$ cat src/hw/rtl/dnv_pkg.sv
`default_nettype none

package dnv_pkg;

   // Configuration register width and register indexes
   localparam int unsigned CFG_BITS = 8;
   localparam int unsigned CSR_INDEX_BITS = 1;

   localparam logic [CSR_INDEX_BITS-1:0] CSR_MIN_LENGTH = 1'b0;
   localparam logic [CSR_INDEX_BITS-1:0] CSR_MAX_LENGTH = 1'b1;

   localparam logic [CFG_BITS-1:0] MIN_LENGTH_RESET = 8'd3;
   localparam logic [CFG_BITS-1:0] MAX_LENGTH_RESET = 8'd63;

   // Character codes
   localparam logic [7:0] CH_DOT    = 8'h2E;
   localparam logic [7:0] CH_HYPHEN = 8'h2D;
   localparam logic [7:0] CH_LOWER_A = 8'h61;
   localparam logic [7:0] CH_LOWER_Z = 8'h7A;
   localparam logic [7:0] CH_DIGIT_0 = 8'h30;
   localparam logic [7:0] CH_DIGIT_9 = 8'h39;

   // Class of one input character
   typedef struct packed {
      logic is_dot;
      logic is_hyphen;
      logic is_lower;
      logic is_digit;
   } char_class_type;

endpackage

`default_nettype wire

$ cat src/hw/rtl/dnv_char_class.sv
`default_nettype none

module dnv_char_class (
   input  wire logic [7:0]              char_byte,
   output dnv_pkg::char_class_type      char_class
);
   import dnv_pkg::*;

   // Decode the byte into the classes the grammar cares about
   always_comb begin
      char_class.is_dot    = (char_byte == CH_DOT);
      char_class.is_hyphen = (char_byte == CH_HYPHEN);
      char_class.is_lower  = (char_byte >= CH_LOWER_A) && (char_byte <= CH_LOWER_Z);
      char_class.is_digit  = (char_byte >= CH_DIGIT_0) && (char_byte <= CH_DIGIT_9);
   end

endmodule

`default_nettype wire

$ cat src/hw/rtl/dotted_name_validator.sv
`default_nettype none

// Channel   | ports                                   | direction
// ----------+-----------------------------------------+----------
// request   | req_valid, req_ready, req_char_byte,    | in
//           | req_last_byte                           |
// response  | rsp_valid, rsp_ready, rsp_name_valid    | out
// csr       | csr_write_en, csr_index, csr_wdata      | in
//
// One character per cycle while req_ready is high: each transaction updates
// the name and label counters in the cycle it is accepted; a name's verdict is
// loaded into the response register on its last byte and shows the cycle after.
// Reset restores min_length 3, max_length 63 and clears the name state.
// The single response register decouples the sides: a request is taken
// whenever that register is empty or is being emptied in the same cycle.

module dotted_name_validator #(
   parameter int unsigned COUNT_BITS = 8
) (
   input  wire logic                                 clock,
   input  wire logic                                 reset,

   input  wire logic                                 req_valid,
   output logic                                      req_ready,
   input  wire logic [7:0]                           req_char_byte,
   input  wire logic                                 req_last_byte,

   output logic                                      rsp_valid,
   input  wire logic                                 rsp_ready,
   output logic                                      rsp_name_valid,

   input  wire logic                                 csr_write_en,
   input  wire logic [dnv_pkg::CSR_INDEX_BITS-1:0]   csr_index,
   input  wire logic [dnv_pkg::CFG_BITS-1:0]         csr_wdata
);
   import dnv_pkg::*;

   localparam int unsigned CMP_BITS = (COUNT_BITS > CFG_BITS) ? COUNT_BITS : CFG_BITS;
   localparam logic [COUNT_BITS-1:0] COUNT_MAX = '1;
   localparam logic [COUNT_BITS-1:0] COUNT_ONE = COUNT_BITS'(1);

   logic [CFG_BITS-1:0]   min_length_ff;
   logic [CFG_BITS-1:0]   max_length_ff;

   logic [COUNT_BITS-1:0] name_length_ff, name_length_in;
   logic [COUNT_BITS-1:0] label_length_ff, label_length_in;
   logic                  prev_letdig_ff, prev_letdig_in;
   logic                  error_seen_ff, error_seen_in;

   logic                  rsp_valid_ff, rsp_valid_in;
   logic                  rsp_name_valid_ff, rsp_name_valid_in;

   char_class_type        char_class;
   logic                  letdig;
   logic                  accept;
   logic [CMP_BITS-1:0]   min_cmp;
   logic [CMP_BITS-1:0]   max_cmp;
   logic                  label_done_ok;
   logic                  label_end_ok;
   logic                  verdict;

   dnv_char_class u_char_class (
      .char_byte  (req_char_byte),
      .char_class (char_class)
   );

   // Write configuration registers
   always_ff @(posedge clock) begin
      if (reset) begin
         min_length_ff <= MIN_LENGTH_RESET;
         max_length_ff <= MAX_LENGTH_RESET;
      end else if (csr_write_en) begin
         case (csr_index)
            CSR_MIN_LENGTH: min_length_ff <= csr_wdata;
            CSR_MAX_LENGTH: max_length_ff <= csr_wdata;
            default: ;
         endcase
      end
   end

   // Take a request when the response register is free or draining
   assign req_ready = !rsp_valid_ff || rsp_ready;
   assign accept    = req_valid && req_ready;

   assign letdig  = char_class.is_lower || char_class.is_digit;
   assign min_cmp = CMP_BITS'(min_length_ff);
   assign max_cmp = CMP_BITS'(max_length_ff);

   // Check the label that a dot closes
   assign label_done_ok = (label_length_ff != '0)
                          && (CMP_BITS'(label_length_ff) >= min_cmp)
                          && prev_letdig_ff;

   // Advance the per-name state for this character
   always_comb begin
      name_length_in = (name_length_ff == COUNT_MAX) ? name_length_ff
                                                     : name_length_ff + COUNT_ONE;
      error_seen_in  = error_seen_ff;
      if (char_class.is_dot) begin
         if (!label_done_ok) begin
            error_seen_in = 1'b1;
         end
         label_length_in = '0;
         prev_letdig_in  = 1'b0;
      end else begin
         if (label_length_ff == '0) begin
            if (!char_class.is_lower) begin
               error_seen_in = 1'b1;
            end
         end else if (!letdig && !char_class.is_hyphen) begin
            error_seen_in = 1'b1;
         end
         label_length_in = (label_length_ff == COUNT_MAX) ? label_length_ff
                                                          : label_length_ff + COUNT_ONE;
         prev_letdig_in  = letdig;
      end
   end

   // Final verdict on the updated state
   assign label_end_ok = (label_length_in != '0)
                         && (CMP_BITS'(label_length_in) >= min_cmp)
                         && prev_letdig_in;
   assign verdict = !error_seen_in && label_end_ok
                    && (CMP_BITS'(name_length_in) >= min_cmp)
                    && (CMP_BITS'(name_length_in) <= max_cmp);

   // Hold the per-name state; clear it after the last byte
   always_ff @(posedge clock) begin
      if (reset) begin
         name_length_ff  <= '0;
         label_length_ff <= '0;
         prev_letdig_ff  <= 1'b0;
         error_seen_ff   <= 1'b0;
      end else if (accept) begin
         if (req_last_byte) begin
            name_length_ff  <= '0;
            label_length_ff <= '0;
            prev_letdig_ff  <= 1'b0;
            error_seen_ff   <= 1'b0;
         end else begin
            name_length_ff  <= name_length_in;
            label_length_ff <= label_length_in;
            prev_letdig_ff  <= prev_letdig_in;
            error_seen_ff   <= error_seen_in;
         end
      end
   end

   // Load the response register on a last byte, drop it when taken
   always_comb begin
      rsp_valid_in      = rsp_valid_ff && !rsp_ready;
      rsp_name_valid_in = rsp_name_valid_ff;
      if (accept && req_last_byte) begin
         rsp_valid_in      = 1'b1;
         rsp_name_valid_in = verdict;
      end
   end

   always_ff @(posedge clock) begin
      if (reset) begin
         rsp_valid_ff <= 1'b0;
      end else begin
         rsp_valid_ff <= rsp_valid_in;
      end
   end

   always_ff @(posedge clock) begin
      rsp_name_valid_ff <= rsp_name_valid_in;
   end

   assign rsp_valid      = rsp_valid_ff;
   assign rsp_name_valid = rsp_name_valid_ff;

endmodule

`default_nettype wire
$ cat config.mk
export PLATFORM = sky130hd
export DESIGN_NAME = dotted_name_validator
export DESIGN_NICKNAME = d
export VERILOG_FILES = /design/src/hw/rtl/dnv_pkg.sv /design/src/hw/rtl/dnv_char_class.sv /design/src/hw/rtl/dotted_name_validator.sv
export SDC_FILE = /design/constraint.sdc
export NUM_CORES = 1
export LEC_CHECK = 0
export ABC_AREA = 1
export BUFFER_PORTS_ARGS = -buffer_cell sky130_fd_sc_hd__buf_4
export CORE_ASPECT_RATIO = 0.5
export CORE_MARGIN = 8
export CORE_UTILIZATION = 40
export CTS_CLUSTER_DIAMETER = 50
export CTS_CLUSTER_SIZE = 20
export DETAILED_ROUTE_END_ITERATION = 8
export PLACE_DENSITY = 0.64
export SYNTH_ARGS = -nofsm -noshare
export SYNTH_HDL_FRONTEND = slang
export SYNTH_SLANG_ARGS = --single-unit
export TNS_END_PERCENT = 20
$ cat constraint.sdc
create_clock -name clock -period 2.9 [get_ports clock]
set_clock_uncertainty 0.15 [all_clocks]
set_input_delay 0.435 -clock clock [delete_from_list [all_inputs] [get_ports clock]]
set_output_delay 0.435 -clock clock [all_outputs]
set_load 0.03 [all_outputs]
Word level (Yosys, flattened, before mapping):

Cells that the tools add are included.

* register bits after elaboration: 36
* input bits: 23
* output and inout bits: 3
* logic and storage cells: 62

* add/sub/neg operators: 2
* $lt $le $gt $ge: 8
* equal/unequal tests: 4
* muxes and demuxes: 14
* bitwise logic cells: 1
* reduce and logical (&&, ||, !) cells: 25

Operators by type and width (count)
* $mux 8: 5
* $ge 8x8->1: 3
* $add 8x1->8 const B: 2
* $eq 8x6->1 const B: 2
* $eq 8x8->1 const B: 2
* $reduce_bool 8->1: 2
* $logic_and 1x1->1: 13
* $mux 1: 9
* $ge 8x6->1 const B: 1
* $ge 8x7->1 const B: 1
* $le 8x6->1 const B: 1
* $le 8x7->1 const B: 1
* $le 8x8->1: 1
* $logic_not 8->1: 1
* $logic_not 1->1: 5
* $reduce_and 2->1: 2
* $logic_or 1x1->1: 2
* $not 1->1: 1

Depth between registers and ports, before layout:

* depth after elaboration: 12
* gate-level depth with buffers: 18
* depth with buffers taken out: 18

Cells and area by module:

From an unflattened synthesis, not the netlist that was laid out.

* cells, all modules: 396
* area, all modules: 2681.3 sq um

By module, submodules not included
* dotted_name_validator: times used 1, cells an instance 366, area an instance 2562.5 sq um, sequential area each 730.7 sq um
* dnv_char_class: times used 1, cells an instance 30, area an instance 118.9 sq um, sequential area each 0.0 sq um

Least setup slack after synthesis:

Ideal clock, no wire load.

* path type: register to register
* from: register label_length_ff[1]
* to: register rsp_name_valid_ff, in the netlist rsp_name_valid, data pin
* library setup time: 0.255 ns
* arrival time: 2.029 ns
* data required time: 2.495 ns
* slack: 0.467 ns
* stages on the path, launching flop included: 18
* path buffers: 0
* clock period less this slack: 2.433 ns
* cells stage by stage: dfxtp_1 -> ha_1 -> nand2_2 -> nor2_4 -> nand2_4 -> nand2_2 -> nand3_2 -> ha_1 -> o21ai_0 -> nand3_1 -> nand2_1 -> inv_1 -> nand2_1 -> nand2_1 -> nand2_1 -> nand2_1 -> a21oi_1 -> nor2_1

* word-level cells in the longest chain between the ends: 9
* elaborated cells between the ends (all ways): 20
* classes of those cells: add/sub: 1; order compare: 2; eq/ne: 1; mux: 5; reduce/logical: 11

Ends and longest elaborated chain
* from (decl): RTL line dotted_name_validator.sv:46 `logic [COUNT_BITS-1:0] label_length_ff, label_length_in;`
* from (signal assigned): RTL line dotted_name_validator.sv:142 `label_length_ff <= label_length_in;`
* $add 8x1->8 (tied with other cells): RTL line dotted_name_validator.sv:114 `: label_length_ff + COUNT_ONE;`
* $mux 8 / $logic_and 1x1->1 (equally long branches): RTL line dotted_name_validator.sv:113, dotted_name_validator.sv:91
* $mux 8 / $logic_and 1x1->1 (equally long branches): RTL line dotted_name_validator.sv:99, dotted_name_validator.sv:92
* $ge 8x8->1 (tied with other cells): RTL line dotted_name_validator.sv:121 `&& (CMP_BITS'(label_length_in) >= min_cmp)`
* $logic_and 1x1->1 / $mux 1 (equally long branches): RTL line dotted_name_validator.sv:121, dotted_name_validator.sv:99
* $logic_and 1x1->1 / $logic_not 1->1 (equally long branches): RTL line dotted_name_validator.sv:122, dotted_name_validator.sv:123
* $logic_and 1x1->1 *: RTL line dotted_name_validator.sv:123 `assign verdict = !error_seen_in && label_end_ok`
* $logic_and 1x1->1 *: RTL line dotted_name_validator.sv:124 `&& (CMP_BITS'(name_length_in) >= min_cmp)`
* $logic_and 1x1->1 *: RTL line dotted_name_validator.sv:125 `&& (CMP_BITS'(name_length_in) <= max_cmp);`
* named net verdict: RTL line dotted_name_validator.sv:60 `logic verdict;`
* to (signal assigned): RTL line dotted_name_validator.sv:168 `rsp_name_valid_ff <= rsp_name_valid_in;`
* to (decl): RTL line dotted_name_validator.sv:51 `logic rsp_name_valid_ff, rsp_name_valid_in;`

Mark *: on every way through the listed nets, which the timed path passes. The rest lies on a longest branch.
A chain may end at the register's enable or synchronous reset.

Worst setup path in the final report:

* from: register name_length_ff[0]
* to: register rsp_name_valid_ff, in the netlist rsp_name_valid, data pin

* word-level cells in the longest chain between the ends: 5
* elaborated cells between the ends (all ways): 7
* classes of those cells: add/sub: 1; order compare: 2; eq/ne: 1; mux: 1; reduce/logical: 2

Ends and longest elaborated chain
* from (decl): RTL line dotted_name_validator.sv:45 `logic [COUNT_BITS-1:0] name_length_ff, name_length_in;`
* from (signal assigned): RTL line dotted_name_validator.sv:141 `name_length_ff <= name_length_in;`
* $add 8x1->8 / $eq 8x8->1 (equally long branches): RTL line dotted_name_validator.sv:97, dotted_name_validator.sv:96
* $mux 8 *: RTL line dotted_name_validator.sv:96 `name_length_in = (name_length_ff == COUNT_MAX) ? name_length_ff`
* $ge 8x8->1: RTL line dotted_name_validator.sv:124
* $logic_and 1x1->1: RTL line dotted_name_validator.sv:124
* $logic_and 1x1->1 *: RTL line dotted_name_validator.sv:125
* named net verdict: RTL line dotted_name_validator.sv:60

Marks and branches as above.

==> results_dict.tcl <==
set metrics [dict create \
    cp_data_arrival_time_ps 2560 \
    synthToLayoutAreaGrowth_pct 18.12 \
    worstMarginPinSlew_ps 515.6 \
    clock-sinks 36 \
    max-slew-margin-rel 0.6559 \
    crit_fanout 4 \
    maxCapViolCount 0 \
    synth_area_leaders "dfxtp_1, nand2_1, ha_1" \
    synth_fp_nets 456 \
    power.internal_w 0.0009310 \
    yosysWarnings 0 \
    max_freq_mhz 390.1 \
    post-route-drc-count 0 \
    finalMaxSlewViolations 0 \
    core-area_um2 6543 \
    p_clk_frac 0.435 \
    nets 487 \
    grt_max_degree 21 \
    ys_types 31 \
    first_pass_iters 5 \
    rsz0062_at_grt "false" \
    cts_buffers 5 \
    p_comb_frac 0.146 \
    die_w_um 130.8 \
    netlist_area_um2 2638 \
    antenna_cells 0 \
    finalCriticalPeriod_ps 2563 \
    h-tree-depth 2 \
    ant_nets 0 \
    status "completed" \
    grt_pass1_wl_mm 10.78 \
    layout-drive-gt1-share 0.1250 \
    cp-end-kind "flip-flop" \
    synth_seq_cells 36 \
    p_sw_w 0.0003235 \
    pwr_density_cell_nw_per_um2 402.7 \
    gp_congestion 0.8556 \
    post-route-util 0.4762 \
    cts_buffer_depth 2 \
    place_ws_ps 227.9 \
    final.setup.tns_ps 0 \
    antenna_found_initial 0 \
    required_ps 2890 \
    cts_tree "done" \
    fillers 660 \
    crit_type "flip-flop to flip-flop" \
    viasPerCell 4.761 \
    yosys.area.top_type "dfxtp_1" \
    p_sw_frac 0.2579 \
    dieArea_um2 9606 \
    track_usage 0.1390 \
    power.total_w 0.001255 \
    synth_flop_cell "dfxtp_1" \
    fp.dieH_um 73.42 \
    pin_count 26 \
    root_buffer "clkbuf_16" \
    grt_pass1_vias 2313 \
    setup_viol 0 \
    hold_slack_ps 222.8 \
    start_kind "flip-flop" \
    fin_ws_ps 336.8 \
    routed_wirelength_mm 6.326 \
    ctsHoldBuffers 0 \
    final_cell_mix "nand2_1, inv_1, a21oi_1" \
    num_rows 21 \
    hold_class "input pin to flip-flop" \
    fin_crit_sh 0.8839 \
    syn_avg_cell_area_um2 6.594 \
    seq_power_share 0.419 \
    insertion_delay_ps 280 \
    peakVddDrop_uv 193.8 \
    start_util 0.4031 \
    grt_overflow 0 \
    synthesis.instances 400 \
    synth_top_area_frac 0.2657 \
    final_common_cell "nand2_1" \
    vias 2495 \
    path_clk_slew_ps 60 \
    wl_per_cell_um 12.07 \
    synth_edf_count 1 \
    portBuffers 25 \
    dpl.hpwl_mm 4.835 \
    p_leak_nw 1.577 \
    final-hold-violation-count 0 \
    synth-seq-area-share 0.2770 \
    drtIter0Drc 158 \
    async_flop_share 0 \
]
## what timing repair did
| item | CTS | global route |
|---|---|---|
| setup buffers | 0 | 1 |
| setup endpoints to repair | 0 | 1 |
| resized for setup | 0 | 3 |
## power groups by stage
stage	Combinational (W)	Clock (W)	Sequential, W
after floorplan	0.000117	0	0.000536
after global placement	0.000182	0	0.000535
after detailed placement	0.000182	0	0.000536
after CTS	0.000183	0.000554	0.000525
after global routing	0.000211	0.000577	0.000528
final	0.000183	0.000546	0.000526
## sequential cells by signal, summed over array words and instances (netlist names)
name,cells
max_cmp,8
name_length_ff,8
min_cmp,8
prev_letdig_ff,1
label_length_ff,8
rsp_valid,1
rsp_name_valid,1
error_seen_ff,1
## logic make-up after synthesis
kind of cell,count (synthesis),synth area share
AO/OA/AOI/OAI,71,0.1480
adder cells (fa/ha/maj),33,0.1565
XOR/XNOR,5,0.01661
flip-flops,36,0.2770
buffers and inverters,70,0.1006
AND/OR/NAND/NOR,185,0.3012
## final cells by class
cell class / instances / area, µm² / area share
flip-flops and latches: 36 / 733.2 / 0.2353
inverters: 61 / 229.0 / 0.07349
multi-input cells: 294 / 1644 / 0.5277
repair buffers: 33 / 247.7 / 0.07952
clock buffers: 8 / 146.4 / 0.04699
well taps: 92 / 115.1 / 0.03695
## path summary, 6_finish.rpt
path	startpoint	endpoint	slack, ps	cells past startpoint
min reg2reg	max_cmp[7]	max_cmp[7]	320	2
max	name_length_ff[0]	rsp_name_valid	340	15
min	csr_wdata[0]	max_cmp[0]	220	3
max reg2reg	name_length_ff[0]	rsp_name_valid	340	15
## stage by stage
step | cell area (µm²) | cells
floorplan | 2638 | 400
global placement | 2957 | 515
detailed placement | 2957 | 515
CTS | 3103 | 523
global route | 3115 | 524
finish | 3115 | 524
## worst max-delay path: stages (launching register included)
cell and delay [ps]:
dfxtp_2 340, ha_1 210, nand2_1 60, inv_1 40, buf_4 140, o21ai_0 120
o21ai_0 200, ha_1 350, nand2_1 70, nor2_1 160, nand4_1 120, nand2_1 130
nand2_1 60, a21oi_1 110, nand3_1 80, nor2_1 80
## cell usage after synthesis (all sizes together), types with 2 or more instances
cell type / instances
nand4: 7
nand2: 119
nand3: 26
xnor2: 3
dfxtp: 35
a21oi: 42
o21bai: 3
nor2: 27
o21ai: 17
ha: 33
inv: 61
clkbuf: 6
o211ai: 6
nor3: 4
xor2: 2
buf: 3
## per-layer routing
metal | share of wire | vias to the layer above | track usage
li1 | - | 1356 | -
met1 | 0.52 | 1100 | 0.1831
met2 | 0.44 | 33 | 0.2286
met3 | 0.035 | 6 | 0.02607
met4 | 0.0093 | 0 | 0.03405
met5 | 0 | - | 0
No activity file was read; power rests on OpenSTA's default activity.
